--- src/hdl/kmms_pkg.sv ---
// ----------------------------------------------------------------------------
// kmms_pkg: shared types and constants for the k-way merge minimum selector
// Command codes, key modes, beat structs and controller command/status.
// ----------------------------------------------------------------------------
package kmms_pkg;

    localparam int DEF_NUM_RUNS     = 8;
    localparam int DEF_RECS_PER_RUN = 16;
    localparam int DEF_TEXT_WORDS   = 16;

    localparam logic [1:0] CMD_LOAD_KEY  = 2'd0;
    localparam logic [1:0] CMD_LOAD_TEXT = 2'd1;
    localparam logic [1:0] CMD_ARM       = 2'd2;
    localparam logic [1:0] CMD_POP       = 2'd3;

    localparam logic [1:0] MODE_ID      = 2'd0;
    localparam logic [1:0] MODE_NUM     = 2'd1;
    localparam logic [1:0] MODE_TEXT    = 2'd2;
    localparam logic [1:0] MODE_NUMTEXT = 2'd3;

    typedef struct packed {
        logic [1:0]  cmd;
        logic [2:0]  run_index;
        logic [3:0]  slot_index;
        logic [3:0]  chunk_index;
        logic [31:0] rec_id;
        logic [31:0] num_key;
        logic [63:0] text_chunk;
    } in_beat_t;

    typedef struct packed {
        logic        found;
        logic [2:0]  win_run;
        logic [3:0]  win_slot;
        logic [31:0] out_id;
        logic [31:0] out_num;
        logic [63:0] out_chunk;
        logic [3:0]  out_chunk_index;
        logic        last;
    } out_beat_t;

    // controller -> datapath
    typedef struct packed {
        logic capture;     // latch input beat and run store writes
        logic scan_start;  // reset scan pointer, clear best
        logic rd_head;     // issue reads for current candidate head
        logic rd_chunk;    // issue text read of chunk counter for cand and best
        logic step_chunk;  // evaluate chunk compare result
        logic decide;      // take candidate if less
        logic next_run;    // advance scan pointer
        logic commit;      // advance winner cursor
        logic emit_rd;     // read winner's chunk for output
        logic emit_load;   // load output register
        logic emit_empty;  // load empty result
    } dp_cmd_t;

    // datapath -> controller
    typedef struct packed {
        logic is_pop;
        logic cand_ok;     // current run is valid and head in range
        logic have;        // best exists
        logic need_text;   // compare needs text pass
        logic text_done;   // text compare settled
        logic scan_last;   // scan pointer at final run
        logic chunk_last;  // chunk counter at final
    } dp_stat_t;

endpackage

--- src/hdl/kmms_ctrl.sv ---
// ----------------------------------------------------------------------------
// kmms_ctrl: pop sequencer
// Walks the run heads, runs the text compare chunk by chunk, then emits beats.
// ----------------------------------------------------------------------------
module kmms_ctrl (
    input  logic               aclk,
    input  logic               aresetn,
    input  logic               in_fire,
    input  logic               out_busy,
    input  kmms_pkg::dp_stat_t stat,
    output logic               s_ready_o,
    output kmms_pkg::dp_cmd_t  cmd
);
    import kmms_pkg::*;

    typedef enum logic [9:0] {
        ST_IDLE  = 10'b0000000001,
        ST_DISP  = 10'b0000000010,
        ST_HEAD  = 10'b0000000100,
        ST_CMPK  = 10'b0000001000,
        ST_TRD   = 10'b0000010000,
        ST_TCMP  = 10'b0000100000,
        ST_NEXT  = 10'b0001000000,
        ST_EMRD  = 10'b0010000000,
        ST_EMIT  = 10'b0100000000,
        ST_EMPTY = 10'b1000000000
    } state_t;

    state_t state_reg, state_next;

    assign s_ready_o = (state_reg == ST_IDLE);

    // next state and command decode
    always_comb begin
        state_next = state_reg;
        cmd = '0;
        case (state_reg)
            ST_IDLE: begin
                if (in_fire) begin
                    cmd.capture = 1'b1;
                    state_next = ST_DISP;
                end
            end
            ST_DISP: begin
                if (stat.is_pop) begin
                    cmd.scan_start = 1'b1;
                    state_next = ST_HEAD;
                end else begin
                    state_next = ST_IDLE;
                end
            end
            ST_HEAD: begin
                cmd.rd_head = 1'b1;
                state_next = ST_CMPK;
            end
            ST_CMPK: begin
                if (!stat.cand_ok) begin
                    state_next = ST_NEXT;
                end else if (stat.have && stat.need_text) begin
                    state_next = ST_TRD;
                end else begin
                    cmd.decide = 1'b1;
                    state_next = ST_NEXT;
                end
            end
            ST_TRD: begin
                cmd.rd_chunk = 1'b1;
                state_next = ST_TCMP;
            end
            ST_TCMP: begin
                cmd.step_chunk = 1'b1;
                if (stat.text_done || stat.chunk_last) begin
                    state_next = ST_NEXT;
                end else begin
                    state_next = ST_TRD;
                end
            end
            ST_NEXT: begin
                if (stat.scan_last) begin
                    if (stat.have) begin
                        cmd.commit = 1'b1;
                        state_next = ST_EMRD;
                    end else begin
                        state_next = ST_EMPTY;
                    end
                end else begin
                    cmd.next_run = 1'b1;
                    state_next = ST_HEAD;
                end
            end
            ST_EMRD: begin
                if (!out_busy) begin
                    cmd.emit_rd = 1'b1;
                    state_next = ST_EMIT;
                end
            end
            ST_EMIT: begin
                cmd.emit_load = 1'b1;
                state_next = stat.chunk_last ? ST_IDLE : ST_EMRD;
            end
            ST_EMPTY: begin
                if (!out_busy) begin
                    cmd.emit_empty = 1'b1;
                    state_next = ST_IDLE;
                end
            end
            default: state_next = ST_IDLE;
        endcase
    end

    always_ff @(posedge aclk) begin
        if (!aresetn) state_reg <= ST_IDLE;
        else          state_reg <= state_next;
    end

    a_onehot: assert property (@(posedge aclk) disable iff (!aresetn) $onehot(state_reg))
        else $error("state not one-hot");
    a_emit_free: assert property (@(posedge aclk) disable iff (!aresetn)
        (cmd.emit_load || cmd.emit_empty) |-> !out_busy)
        else $error("emit into occupied output");
    a_cap_idle: assert property (@(posedge aclk) disable iff (!aresetn)
        cmd.capture |-> s_ready_o)
        else $error("capture outside idle");
endmodule

--- config.mk ---
export PLATFORM = sky130hd
export DESIGN_NAME = kmms_ctrl
export DESIGN_NICKNAME = d
export VERILOG_FILES = /design/src/hdl/kmms_pkg.sv /design/src/hdl/kmms_ctrl.sv
export SDC_FILE = /design/constraint.sdc
export NUM_CORES = 1
export LEC_CHECK = 0
export ABC_AREA = 1
export BUFFER_PORTS_ARGS = -buffer_cell sky130_fd_sc_hd__clkbuf_2
export CAP_MARGIN = 10
export CORE_MARGIN = 8
export CORE_UTILIZATION = 48
export DETAILED_ROUTE_END_ITERATION = 10
export PLACE_DENSITY = 0.73
export SETUP_SLACK_MARGIN = 0.2
export SYNTH_ARGS = -nofsm -noshare
export SYNTH_HDL_FRONTEND = slang
export SYNTH_SLANG_ARGS = --single-unit
--- constraint.sdc ---
create_clock -name aclk -period 1.3 [get_ports aclk]
set_input_delay 0 -clock aclk [delete_from_list [all_inputs] [get_ports aclk]]
set_output_delay 0 -clock aclk [all_outputs]
set_load 0.1 [all_outputs]
==> impl_metrics.env, run 1 <==
export IMPL_dp_hpwl_um=1930
export IMPL_syn_area_um2=707
export IMPL_clockBufferDepth=2
export IMPL_rows=14
export IMPL_clkSinkCount=10
export IMPL_dp_slack_ns=-0.0856
export IMPL_yosysTopAreaCellShare_pct=28.3
export IMPL_yosys_warnings=0
export IMPL_cts_root_buf="clkbuf_4"
export IMPL_io_buffers=22
export IMPL_die_h_um=54.4
export IMPL_gp_congestion=0.903
export IMPL_initial_core_util_pct=49.2
export IMPL_synthDistinctLibCells=17
export IMPL_synthCells=120
export IMPL_synth_fp_nets=131
export IMPL_io_pins=23
export IMPL_yosysTopAreaCell="dfxtp_1"
export IMPL_ys_seq_elements=10
export IMPL_yosysSeqAreaShare_pct=28.3
export IMPL_status="aborted with a tool error"
export IMPL_haltStage="clock tree synthesis (4_1_cts)"
export IMPL_error="[ERROR DPL-0038] Utilization greater than 100%, impossible to legalize"
export IMPL_fp_dieW_um=54.4
export IMPL_placedCellCount=173
export IMPL_avgSynthCellArea_um2=5.89
export IMPL_ctsHoldBuffers=0
export IMPL_synth_area_leaders="dfxtp_1, nand2_1, inv_1"
export IMPL_cts_resized=27
export IMPL_h_tree_depth=1
export IMPL_cts_inserted_buffers=3
export IMPL_cts_setup_buffers=6
-- synthesized netlist by cell type --
master,n
nor2_1,22
nor3_1,2
nand2_1,28
nor2_4,1
nor2_2,7
dfxtp_1,10
nand3_1,6
o21ai_1,2
nand2_4,1
o22ai_1,1
nand2_2,5
inv_1,23
o21ai_0,3
nor3b_2,3
a21oi_1,1
inv_2,4
nand4_1,1
-- cell families after synthesis --
group	after synthesis	synth area share, %
AND/OR/NAND/NOR	76	52.2
buffers and inverters	27	14.3
AO/OA/AOI/OAI	7	5.13
flip-flops	10	28.3
-- per-stage QoR --
stage               cell area, um2  TNS (ns)
floorplan                      835    -0.325
global placement              1260    -0.112
detailed placement            1260    -0.350
==> run 2: changes to the inputs <==
Settings changed: CORE_AREA from default to 8 8 69 71, CORE_MARGIN 8 to default, CORE_UTILIZATION 48 to default, DIE_AREA from default to 0 0 77 79, PLACE_DENSITY 0.73 to default, PLACE_DENSITY_LB_ADDON from default to 0.15, SETUP_SLACK_MARGIN 0.2 to default.
==> run 2 against run 1 <==
Effect of this change: the flow now finishes, with violations (setup timing); synthesized area is the same; synthesized cell count is the same.
==> impl_metrics.env, run 2 <==
export IMPL_synthDistinctLibCells=17
export IMPL_setup_viol=17
export IMPL_setup_worst_path_start_class="register"
export IMPL_drt_initial_drc_count=32
export IMPL_synth_enable_flop_cells=0
export IMPL_core_area_um2=3800
export IMPL_cts_root_buf="clkbuf_8"
export IMPL_die_h_um=79
export IMPL_grt_usage_pct=8.41
export IMPL_largest_reg_flops=10
export IMPL_placedCellCount=211
export IMPL_leakage_nw=0.778
export IMPL_period_needed_ns=1.54
export IMPL_synthCells=120
export IMPL_max_freq_ghz=0.649
export IMPL_fp_dieW_um=77
export IMPL_grt_pass1_vias=920
export IMPL_insertedDiodeCount=0
export IMPL_dieArea_um2=6080
export IMPL_cts_inserted_buffers=3
export IMPL_grt_max_degree=7
export IMPL_syn2layout_area_growth_pct=130
export IMPL_grt_setup_unrepaired="yes"
export IMPL_gp_congestion=0.855
export IMPL_clockBufferDepth=2
export IMPL_grt_pass1_wl_um=4040
export IMPL_nFillCells=388
export IMPL_yosysTopAreaCellShare_pct=28.3
export IMPL_drv_cap=0
export IMPL_finalCritPeriodShare_pct=118
export IMPL_yosysTopAreaCell="dfxtp_1"
export IMPL_yosysSeqAreaShare_pct=28.3
export IMPL_slew_violations=0
export IMPL_drc=0
export IMPL_r2r_setup_slack_ns=-0.11
export IMPL_grt_overflow_total=0
export IMPL_ctsHoldBuffers=0
export IMPL_rows=23
export IMPL_drive_gt1_share_pct=65.5
export IMPL_violations="setup timing"
export IMPL_tightest_slew_ns=0.340
export IMPL_met3_usage_pct=2.93
export IMPL_syn_area_um2=707
export IMPL_ys_seq_elements=10
export IMPL_synth_area_leaders="dfxtp_1, nand2_1, inv_1"
export IMPL_yosys_warnings=0
export IMPL_power_density_nw_per_um2=919
export IMPL_layout_common_cells="inv_1, nor2_4, buf_4, nand2_1"
export IMPL_path_max_fanout=3
export IMPL_peakVddDrop_uv=410
export IMPL_cts_tree="done"
export IMPL_status="finished with violations"
export IMPL_final_area_um2=1630
export IMPL_setup_ws_ns=-0.240
export IMPL_top_usage_layer="met2"
export IMPL_clk_latency_ns=0.24
export IMPL_yosysMostFrequentCell="nand2_1"
export IMPL_final_setup_skew_ns=0.00211
export IMPL_synth_fp_nets=131
export IMPL_path_class="reg2out"
export IMPL_mostFrequentLayoutCell="inv_1"
export IMPL_use_met2_pct=15.0
export IMPL_hold_viol=0
export IMPL_clkSinkCount=10
export IMPL_wl_per_cell_um=11.4
export IMPL_netlist_top_cells_count="nand2_1, inv_1, nor2_1"
export IMPL_ys_flop_type="dfxtp_1"
export IMPL_cp_required_ns=1.30
export IMPL_vias=869
export IMPL_dp_slack_ns=-0.0983
export IMPL_io_buffers=22
export IMPL_worst_endpoint_arrival_ns=1.54
export IMPL_hold_path_class="in2reg"
export IMPL_nNetsFinal=183
export IMPL_crit_path_end_kind="output port"
export IMPL_h_tree_depth=1
export IMPL_slew_headroom_pct=77.3
export IMPL_use_met1_pct=8.55
export IMPL_io_pins=23
export IMPL_dp_hpwl_um=1890
export IMPL_dr_pass1_iters=4
export IMPL_async_reset_ff_share_pct=0
export IMPL_initial_core_util_pct=18.6
export IMPL_grt_antenna_before_repair=0
export IMPL_viasPerCell=3.93
export IMPL_clk_pin_slew_ns=0.05
export IMPL_avgSynthCellArea_um2=5.89
export IMPL_ant_nets=0
export IMPL_wirelength_um=2530
export IMPL_placed_area_um2=1340
export IMPL_final_cells=221
run 2: cell counts after synthesis:
Identical to the previous run, type by type.
run 2: critical path, stage by stage (launching register included):
cell and delay (ns):
dfxtp_2 0.33, nor2_4 0.18, nand2_4 0.10, nor2_4 0.16, nand2_4 0.08, nor2_4 0.11, nand2_2 0.09, clkinvlp_4 0.09
buf_12 0.16
run 2: layout make-up:
class / instances / area (um2) / area share (%)
Multi-Input combinational cell: 83 / 644 / 39.6
Tap cell: 50 / 62.6 / 3.85
Sequential cell: 10 / 209 / 12.9
Clock buffer: 4 / 55.1 / 3.39
Inverter: 27 / 143 / 8.78
Timing Repair Buffer: 47 / 512 / 31.5
run 2: layer usage:
metal	vias to the layer above	wire length [um]
li1	463	-
met1	392	1010
met2	10	1400
met3	4	80
met4	0	40
met5	-	0
run 2: timing repair:
action	4_1_cts	5_1_grt
setup buffers	6	3
endpoints found under the setup margin	19	20
gates resized for setup	29	20
pin swaps	10	9
run 2: cell families after synthesis:
logic type,after synthesis,share of synthesized area [%]
compound gates,7,5.13
buf+inv,27,14.3
flops,10,28.3
simple gates,76,52.2
run 2: final timing paths:
kind                                                start                   endpoint  cells after the start
worst min register to register  state_reg[9]$_SDFFE_PN0P_  state_reg[9]$_SDFFE_PN0P_                      3
worst max-delay path            state_reg[9]$_SDFFE_PN0P_                     cmd[3]                      8
worst min-delay path                              aresetn  state_reg[5]$_SDFFE_PN0P_                      3
worst max register to register  state_reg[4]$_SDFFE_PN0P_  state_reg[2]$_SDFFE_PN0P_                      7
run 2: power breakdown:
part | total [mW] | switching (mW) | leakage, nW | internal (mW)
clock | 0.414 | 0.146 | 0.0288 | 0.268
combinational | 0.738 | 0.443 | 0.666 | 0.295
sequential | 0.342 | 0.0181 | 0.0840 | 0.324
run 2: through the flow:
stage / setup TNS [ns] / hold WS [ns] / utilization (%) / total power [mW]
global route: -3.86 / 0.0647 / 42.8 / 1.57
CTS: -2.23 / 0.0500 / 40.5 / 1.46
finish: -2.51 / 0.0468 / 42.8 / 1.49
global placement: -0.384 / 0.313 / 35.1 / 0.932
detailed placement: -0.358 / 0.302 / 35.1 / 0.933
floorplan: -0.313 / 0.0793 / - / 0.730
(Power assumes the default switching activity.)
